<file path="config.mk">
export PLATFORM = sky130hd
export DESIGN_NAME = motor_tach_position_controller_core
export DESIGN_NICKNAME = d
export VERILOG_FILES = /design/src/hdl/mtpc_pkg.sv /design/src/hdl/mtpc_state.sv /design/src/hdl/mtpc_step.sv /design/src/hdl/motor_tach_position_controller_core.sv
export SDC_FILE = /design/constraint.sdc
export NUM_CORES = 1
export LEC_CHECK = 0
export BUFFER_PORTS_ARGS = -buffer_cell sky130_fd_sc_hd__buf_2
export CORE_MARGIN = 1
export CORE_UTILIZATION = 31
export DETAILED_ROUTE_END_ITERATION = 10
export GPL_ROUTABILITY_DRIVEN = 0
export PLACE_DENSITY = 0.57
export REMOVE_ABC_BUFFERS = 1
export SLEW_MARGIN = 20
export SYNTH_ARGS = -nofsm -noshare
export SYNTH_HDL_FRONTEND = slang
export SYNTH_SLANG_ARGS = --single-unit
</file>
<file path="constraint.sdc">
create_clock -name i_clk -period 20.1 [get_ports i_clk]
set_input_delay 2.01 -clock i_clk [delete_from_list [all_inputs] [get_ports i_clk]]
set_output_delay 2.01 -clock i_clk [all_outputs]
set_load 0.01 [all_outputs]
</file>
<file path="src/hdl/mtpc_pkg.sv">
// mtpc_pkg: shared types and constants of the motor tach position controller
// holds the word structs, action and mode codes and the per-motor state record
// no dependencies
`timescale 1ns / 1ps
`default_nettype none

package mtpc_pkg;

    // fixed field widths
    localparam int unsigned ACTION_W = 3;
    localparam int unsigned MOTOR_W  = 2;
    localparam int unsigned SPEED_W  = 8;
    localparam int unsigned COUNT_W  = 32;
    localparam int unsigned MODE_W   = 2;

    // speed limits of the motor driver
    localparam logic signed [SPEED_W-1:0] SPEED_MAX = 8'sd100;
    localparam logic signed [SPEED_W-1:0] SPEED_MIN = -8'sd100;

    // input actions; the two spare codes behave like a read
    typedef enum logic [ACTION_W-1:0] {
        ACT_TACH  = 3'd0,
        ACT_STOP  = 3'd1,
        ACT_CONT  = 3'd2,
        ACT_ANGLE = 3'd3,
        ACT_TIME  = 3'd4,
        ACT_READ  = 3'd5
    } t_action;

    // motor modes
    typedef enum logic [MODE_W-1:0] {
        MODE_STOP  = 2'd0,
        MODE_CONT  = 2'd1,
        MODE_ANGLE = 2'd2,
        MODE_TIME  = 2'd3
    } t_mode;

    // input word
    typedef struct packed {
        t_action                    action;
        logic [MOTOR_W-1:0]         motor;
        logic signed [SPEED_W-1:0]  speed;
        logic [COUNT_W-1:0]         amount;
        logic                       brake_request;
        logic                       tach_level;
        logic                       dir_level;
        logic [COUNT_W-1:0]         now_ms;
    } t_in_word;

    // result word
    typedef struct packed {
        logic [MOTOR_W-1:0]         motor_out;
        logic                       drive_valid;
        logic signed [SPEED_W-1:0]  drive_speed;
        logic                       drive_brake;
        logic signed [COUNT_W-1:0]  count_out;
        t_mode                      mode_out;
        logic                       error;
    } t_out_word;

    // per-motor state record
    typedef struct packed {
        t_mode                      mode;
        logic                       stop_brake;
        logic [COUNT_W-1:0]         tach_count;
        logic [COUNT_W-1:0]         target_value;
    } t_motor_state;

    // state of a motor after reset: stopped, brake on stop, zero count and target
    localparam t_motor_state ST_RESET = '{
        mode:         MODE_STOP,
        stop_brake:   1'b1,
        tach_count:   '0,
        target_value: '0
    };

endpackage : mtpc_pkg

`default_nettype wire

</file>
<file path="src/hdl/mtpc_state.sv">
// mtpc_state: per-motor state registers with one read and one write port
// the addressed motor is selected by index; an index past the motor count is flagged
// depends on mtpc_pkg
`timescale 1ns / 1ps
`default_nettype none

module mtpc_state
    import mtpc_pkg::*;
#(
    parameter int NUM_MOTORS = 3
) (
    input  wire logic               i_clk,
    input  wire logic               i_rst_n,
    input  wire logic [MOTOR_W-1:0] i_motor,
    input  wire logic               i_wr_en,
    input  wire t_motor_state       i_wr_state,
    output t_motor_state            o_rd_state,
    output logic                    o_in_range
);

    t_motor_state r_st [NUM_MOTORS];

    // per-motor update, only the addressed entry is written
    always_ff @(posedge i_clk) begin
        for (int i = 0; i < NUM_MOTORS; i++) begin
            if (!i_rst_n) begin
                r_st[i] <= ST_RESET;
            end else if (i_wr_en && (int'(i_motor) == i)) begin
                r_st[i] <= i_wr_state;
            end
        end
    end

    // read select over the motor entries
    always_comb begin
        o_rd_state = ST_RESET;
        for (int i = 0; i < NUM_MOTORS; i++) begin
            if (int'(i_motor) == i) begin
                o_rd_state = r_st[i];
            end
        end
    end

    assign o_in_range = (int'(i_motor) < NUM_MOTORS);

endmodule : mtpc_state

`default_nettype wire

</file>
<file path="src/hdl/mtpc_step.sv">
// mtpc_step: next state and result for one word applied to one motor
// pure combinational; tach counting, stop checks and command decode
// depends on mtpc_pkg
`timescale 1ns / 1ps
`default_nettype none

module mtpc_step
    import mtpc_pkg::*;
(
    input  wire t_in_word      i_word,
    input  wire logic          i_in_range,
    input  wire t_motor_state  i_cur,
    output t_motor_state       o_nxt,
    output t_out_word          o_result
);

    logic signed [SPEED_W-1:0] sat_speed;
    t_action                   act;
    logic [COUNT_W-1:0]        count_step;
    logic                      stop_hit;

    // speed saturation
    always_comb begin
        if (i_word.speed > SPEED_MAX) begin
            sat_speed = SPEED_MAX;
        end else if (i_word.speed < SPEED_MIN) begin
            sat_speed = SPEED_MIN;
        end else begin
            sat_speed = i_word.speed;
        end
    end

    // angle or time with zero speed acts as a stop
    always_comb begin
        act = i_word.action;
        if ((act inside {ACT_ANGLE, ACT_TIME}) && (i_word.speed == '0)) begin
            act = ACT_STOP;
        end
    end

    // tach step direction and stop condition
    assign count_step = (i_word.tach_level != i_word.dir_level)
                      ? i_cur.tach_count + COUNT_W'(1)
                      : i_cur.tach_count - COUNT_W'(1);

    assign stop_hit = ((i_cur.mode == MODE_ANGLE) && (count_step == i_cur.target_value))
                   || ((i_cur.mode == MODE_TIME)
                       && ($signed(i_word.now_ms) >= $signed(i_cur.target_value)));

    // action decode
    always_comb begin
        o_nxt              = i_cur;
        o_result           = '0;
        o_result.motor_out = i_word.motor;

        case (act)
            ACT_TACH: begin
                o_nxt.tach_count = count_step;
                if (stop_hit) begin
                    o_nxt.mode           = MODE_STOP;
                    o_result.drive_valid = 1'b1;
                    o_result.drive_brake = i_cur.stop_brake;
                end
            end
            ACT_STOP: begin
                o_nxt.mode           = MODE_STOP;
                o_result.drive_valid = 1'b1;
                o_result.drive_brake = i_word.brake_request;
            end
            ACT_CONT: begin
                o_nxt.mode           = MODE_CONT;
                o_result.drive_valid = 1'b1;
                o_result.drive_speed = sat_speed;
            end
            ACT_ANGLE: begin
                o_nxt.target_value   = i_word.speed[SPEED_W-1]
                                     ? i_cur.tach_count - i_word.amount
                                     : i_cur.tach_count + i_word.amount;
                o_nxt.stop_brake     = i_word.brake_request;
                o_nxt.mode           = MODE_ANGLE;
                o_result.drive_valid = 1'b1;
                o_result.drive_speed = sat_speed;
            end
            ACT_TIME: begin
                o_nxt.target_value   = i_word.now_ms + i_word.amount;
                o_nxt.stop_brake     = i_word.brake_request;
                o_nxt.mode           = MODE_TIME;
                o_result.drive_valid = 1'b1;
                o_result.drive_speed = sat_speed;
            end
            default: begin
            end
        endcase

        o_result.count_out = $signed(o_nxt.tach_count);
        o_result.mode_out  = o_nxt.mode;

        // bad motor index: no state change, error only
        if (!i_in_range) begin
            o_nxt              = i_cur;
            o_result           = '0;
            o_result.motor_out = i_word.motor;
            o_result.error     = 1'b1;
        end
    end

endmodule : mtpc_step

`default_nettype wire

</file>
<file path="src/hdl/motor_tach_position_controller_core.sv">
// motor_tach_position_controller_core: top level of the tach position controller
// input register, motor state file, step logic and result register
// depends on mtpc_pkg, mtpc_state, mtpc_step
//
// usage:
//  - input channel: i_in_valid / o_in_stall carry one t_in_word; a word is taken at
//    a rising edge with i_in_valid high and o_in_stall low
//  - output channel: o_out_valid / i_out_stall carry one t_out_word per input word,
//    in input order
//  - flow: a word taken into the input register is processed from there and its result
//    is registered in the result register, from which it is shown on the output side
//  - throughput: one word per cycle unless the output stalls; the per-motor read, count
//    step, compare and write back all happen in the same cycle between input and result
//    register, so a word for the same motor in the next cycle sees the updated state
//  - reset (i_rst_n low, synchronous): both stages empty, every motor stopped with
//    brake on stop, count and target zero
//  - stall: while the result register is full and i_out_stall is high, the result
//    holds; a word already in the input register waits and o_in_stall rises, so at
//    most two words are in flight
`timescale 1ns / 1ps
`default_nettype none

module motor_tach_position_controller_core
    import mtpc_pkg::*;
#(
    parameter int NUM_MOTORS = 3
) (
    input  wire logic      i_clk,
    input  wire logic      i_rst_n,
    input  wire logic      i_in_valid,
    output logic           o_in_stall,
    input  wire t_in_word  i_in_word,
    output logic           o_out_valid,
    input  wire logic      i_out_stall,
    output t_out_word      o_out_word
);

    logic          r_in_valid;
    t_in_word      r_in_word;
    logic          r_out_valid;
    t_out_word     r_out_word;

    logic          stage_fire;
    logic          in_range;
    t_motor_state  cur_state;
    t_motor_state  n_state;
    t_out_word     n_out_word;

    // pipeline advance
    assign stage_fire = r_in_valid && !(r_out_valid && i_out_stall);
    assign o_in_stall = r_in_valid && r_out_valid && i_out_stall;

    // input register
    always_ff @(posedge i_clk) begin
        if (!i_rst_n) begin
            r_in_valid <= 1'b0;
        end else if (!o_in_stall) begin
            r_in_valid <= i_in_valid;
        end
    end

    always_ff @(posedge i_clk) begin
        if (i_in_valid && !o_in_stall) begin
            r_in_word <= i_in_word;
        end
    end

    // motor state file
    mtpc_state #(
        .NUM_MOTORS (NUM_MOTORS)
    ) u_state (
        .i_clk      (i_clk),
        .i_rst_n    (i_rst_n),
        .i_motor    (r_in_word.motor),
        .i_wr_en    (stage_fire && in_range),
        .i_wr_state (n_state),
        .o_rd_state (cur_state),
        .o_in_range (in_range)
    );

    // step logic
    mtpc_step u_step (
        .i_word     (r_in_word),
        .i_in_range (in_range),
        .i_cur      (cur_state),
        .o_nxt      (n_state),
        .o_result   (n_out_word)
    );

    // result register
    always_ff @(posedge i_clk) begin
        if (!i_rst_n) begin
            r_out_valid <= 1'b0;
        end else if (stage_fire) begin
            r_out_valid <= 1'b1;
        end else if (!i_out_stall) begin
            r_out_valid <= 1'b0;
        end
    end

    always_ff @(posedge i_clk) begin
        if (stage_fire) begin
            r_out_word <= n_out_word;
        end
    end

    assign o_out_valid = r_out_valid;
    assign o_out_word  = r_out_word;

    // checks
    a_reset_empty: assert property (@(posedge i_clk)
        !i_rst_n |=> !o_out_valid)
        else $error("result valid right after reset");

    a_no_drive_zero: assert property (@(posedge i_clk) disable iff (!i_rst_n)
        (o_out_valid && !o_out_word.drive_valid)
            |-> (o_out_word.drive_speed == '0) && !o_out_word.drive_brake)
        else $error("drive fields set without a drive word");

    a_stop_zero_speed: assert property (@(posedge i_clk) disable iff (!i_rst_n)
        (o_out_valid && o_out_word.drive_valid && (o_out_word.mode_out == MODE_STOP))
            |-> (o_out_word.drive_speed == '0))
        else $error("stop drive word with nonzero speed");

    a_speed_limit: assert property (@(posedge i_clk) disable iff (!i_rst_n)
        o_out_valid |-> (o_out_word.drive_speed <= SPEED_MAX)
                     && (o_out_word.drive_speed >= SPEED_MIN))
        else $error("drive speed beyond limit");

    a_error_quiet: assert property (@(posedge i_clk) disable iff (!i_rst_n)
        (o_out_valid && o_out_word.error)
            |-> !o_out_word.drive_valid && (o_out_word.count_out == '0))
        else $error("error word carries drive or count");

endmodule : motor_tach_position_controller_core

`default_nettype wire
</file>
After elaboration in Yosys (flattened, before gate mapping)
Memories as Yosys holds them, arrays and structs flattened. Cells that the tools add are included.

Add/sub/neg operators: 5. $lt $le $gt $ge: 4. Eq/ne operators: 13. Multiplexer cells: 34. Bitwise operators: 5. Reductions and logical operators: 25.

Operator list (count): 2-to-1 mux 67 bit (7); 2-to-1 mux 32 bit (3); adder 32 bit (2); case mux 32 bit (2 select lines) (1); adder 32 x 1 -> 32 bit (second input constant) (1); equality test 32 bit (1); >= comparator 32 bit (1); subtractor 32 x 1 -> 32 bit (second input constant) (1); subtractor 32 bit (1); 2-to-1 mux 1 bit (16); 2-to-1 mux 8 bit (2); logical AND 1 bit (12); case mux 2 bit (5 select lines) (1); equality test 3 x 2 -> 1 bit (second input constant) (3); equality test 2 bit (second input constant) (4); > comparator 8 bit (second input constant) (1); logical NOT 8 bit (1); less-than comparator 8 bit (second input constant) (1); OR reduction 4 bit (2); equality test 3 bit (second input constant) (2); OR reduction 3 bit (2); case mux 1 bit (2 select lines) (2); equality test 3 x 1 -> 1 bit (second input constant) (1); logical NOT 3 bit (1); other kinds (13) (17).

Bits in registers: 129. RAM bits: 201. Input port bits: 84. Output and inout port bits: 49. Logic and storage cells: 106. Memories: 1.

Memories: u_state.r_st (words 3, bits a word 67, rd ports 3, clocked after Yosys merged registers in 0, write ports 3, RTL line mtpc_state.sv:21) `t_motor_state r_st [NUM_MOTORS];`.

Longest topological paths before layout
Depth after elaboration: 13. Mapped depth: 22. Depth with buffers taken out: 21.

Hierarchy
Synthesis repeated with hierarchy kept, for this count alone.

Cell total of the unflattened synthesis: 2178. Area, all modules: 21901.0 um^2.

Modules (own cells, without submodules): mtpc_step (times used 1, cells each 1367, area each 9130.0 um^2, sequential area each 0.0 um^2); mtpc_state (times used 1, cells each 675, area each 8863.5 um^2, sequential area each 6035.8 um^2); motor_tach_position_controller_core (times used 1, cells each 136, area each 3907.5 um^2, sequential area each 3853.7 um^2).

Least setup slack after synthesis
No wires, ideal clock.

Kind: input-to-reg. From: input i_out_stall. To: memory u_state.r_st[0][0] in the netlist's numbering, enable pin. Setup time: 0.591 ns. Arrival: 7.104 ns. Required time: 19.509 ns. Slack: 12.405 ns. Stages on the path: 3. Path buffers: 0. Path through: nand2_1 -> nand2_1 -> o31ai_1.

RTL lines: start, declared (RTL line motor_tach_position_controller_core.sv:34) `input wire logic i_out_stall,`; end, declared (RTL line mtpc_state.sv:21).

==> run summary <==
CTS resizes - 0
Initial DRT Pass Iterations - 8
Commonest cells after routing, fill and taps aside - edfxtp_1 (328), nor2_1 (287), nand2_1 (193)
Power Density - 84.9 nW/um^2
Max-Slew Margin vs Limit - 0.199
RSZ-0062 raised after global routing - no
First-pass GRT wire length - 104000 um
Final Max Slew Viols - 0
CTS Buf Count - 39
# rows - 95
Met1 usage - 0.257
Seq/Total Area, Yosys - 0.467
Number of global-route vias before repair - 17.1k
CP Cell Sequence - buf_4 -> buf_4 -> mux2i_1 -> o21ai_0 -> ha_1 -> a21oi_1 -> o221ai_1 -> a2111oi_0 -> o21ai_1 -> or4_1 -> a2111o_1 -> nor4_1 -> nand4_1 -> nor2_2 -> o21ai_0
Grt met3 use - 0.0308
DIE AREA - 69300 um^2
Via count - 17.6k
Worst Max-Slew Pin Slew - 1190 ps
Synthesized instance count - 2129
Worst Clk Skew - 25.0 ps
Largest net degree at the start of global routing - 81
Seq cells post-synth - 330
Post-Syn Area - 21200 um^2
Number of library cell types mapped by synthesis - 84
Final min period - 6710 ps
Crit path required time - 20410 ps
Number of synthesized flops with an enable pin - 328
Starting density of the core - 0.314
Net count, final - 2445
Critical path class - reg -> reg
Vias/cell - 5.63
Post-Place Cell Area - 22800 um^2
Tcrit/Tclk final - 0.334
Die X - 263 um
Critical path fanouts, max - 46
Main flop type after synthesis - edfxtp_1
Hold Violations, Final - 0
CTS sink cnt - 330
Fraction of registers with async set/reset - 0
Setup Viol. Count Final - 0
Pwr Total - 2.04 mW
Hold Crit Class - reg -> reg
Critical Path AT - 7020 ps
Syn-to-layout area delta - 13.7%
Drt total wl - 68500 um
H-Tree Depth - 2
Share of cells above drive strength 1 - 0.108
CP top delay family - compound AO/OA/AOI/OAI gates
Max stage delay on crit path - 760 ps
Die height - 263 um
Core area - 67400 um^2
Initial DRC count - 1776
Crit start category - register
Post-CTS Setup Inserts - 0
WL/cell - 21.9 um
Bufs on Longest Clock Path - 3
Most common cell after layout, fill and taps aside - edfxtp_1
Hold buffers post-CTS - 0
CP Buf/Inv Count - 2
Gr busiest metal - met2
Clock-pin slew on the worst setup and hold paths - 60 ps
CTS tree - built
# DRC - 0
Avg Cell Area, Syn - 9.94 um^2
Status - finished, final reports clean
Top Ports - 133
Overflow after GRT - 0
Routed Antenna Nets - 0
Leakage - 9.36 nW
Port Buf Inserts - 132
Initial antenna violation count - 0
Final Cell Area - 24100 um^2
Slowest-stage cell, CP - buf_4
Skew-Pair Late Insertion Delay - 570 ps
Worst setup EP type - register
Root Buffer - clkbuf_16
Yosys warning total - 0
Max Cap Viol - 0
R2R setup slack - 13390 ps
DP Wirelength - 48900 um
GR Util met2 - 0.319
Setup TNS - 0 ps
Overall routing resource usage - 0.194
Peak Freq - 149 MHz
Max VDD drop - 0.0000621 V
-- area by class of cell --
class,count,area [um^2]
multi-input combinational,1617,10600
timing repair buffer,155,833
clock buffer,44,1040
fill,6651,43300
clock inverter,24,262
tap,873,1090
sequential,330,9890
inverter,89,334
antenna,1,2.50
-- layer usage --
layer  up-vias  share of wire
met5         -              0
met4         0          0.034
met3       152          0.076
met2       803           0.46
met1      8561           0.43
li1       8112              -
-- worst min-delay path, stage by stage, from the launching register on --
cell and delay, ps:
dfxtp_1 340, a21oi_1 50, nor2b_1 100
-- kinds of logic after synthesis --
| logic type | Yosys count | share of synthesized area |
|---|---|---|
| flops | 330 | 0.467 |
| simple gates | 716 | 0.154 |
| compound gates | 563 | 0.175 |
| mux | 68 | 0.0322 |
| xor+xnor | 141 | 0.0597 |
| buf+inv | 182 | 0.0345 |
| fa+ha+maj | 129 | 0.0773 |
-- per-stage QoR --
step	util	worst slack [ps]	instances	hold slack (ps)
2_1_floorplan	-	12400	2036	472
3_3_place_gp	0.338	13720	3064	492
3_5_place_dp	0.338	13500	3064	505
4_1_cts	0.357	13490	3132	519
5_1_grt	0.357	12910	3132	555
6_report	0.357	13390	3133	516
-- path summary, 6_finish.rpt --
path | start | to | cells past startpoint
max | r_in_word[75] | u_state.r_st[2][66] | 15
min | r_in_valid | o_out_valid | 2
max reg2reg | r_in_word[75] | u_state.r_st[2][66] | 15
min reg2reg | r_in_valid | o_out_valid | 2
-- report_power, final --
part	internal (mW)	leakage (nW)	switching, mW
Combinational	0.177	5.40	0.318
Clock	0.435	0.632	0.296
Sequential	0.796	3.33	0.0206
-- registers in the layout, indices dropped and copies added (netlist names) --
name	flops
o_out_word	47
r_in_valid	1
o_out_valid	1
u_state.r_st	201
r_in_word	80
-- cell usage after synthesis (5+ instances only) --
library cell	number	area share
edfxtp_1	328	0.47
nor2_1	288	0.051
nand2_1	194	0.034
o21ai_0	130	0.031
a21oi_1	127	0.030
ha_1	126	0.074
inv_1	89	0.016
xnor2_1	89	0.037
mux2i_1	67	0.032
clkbuf_1	65	0.012
a21o_1	51	0.018
xor2_1	50	0.021
nand3_1	35	0.0083
o211ai_1	32	0.011
nor3_1	29	0.0069
o22ai_1	29	0.0086
and2_1	28	0.0083
nand4_1	23	0.0068
a22oi_1	21	0.0074
and3_1	21	0.0062
o21a_1	20	0.0071
nand2b_1	18	0.0053
a211oi_1	16	0.0057
a31oi_1	16	0.0047
nor4_1	16	0.0047
o21bai_1	15	0.0053
buf_2	13	0.0031
a221oi_1	12	0.0050
nor3b_1	12	0.0043
buf_1	11	0.0020
or3_1	11	0.0033
nor2b_1	10	0.0030
o31ai_1	8	0.0028
nand3b_1	7	0.0025
or2_2	6	0.0018
a2111oi_0	5	0.0021
a211o_1	5	0.0021
a21boi_0	5	0.0018
o2111ai_1	5	0.0021
or4_1	5	0.0018
Note: power is estimated with default switching activity, not from simulation.
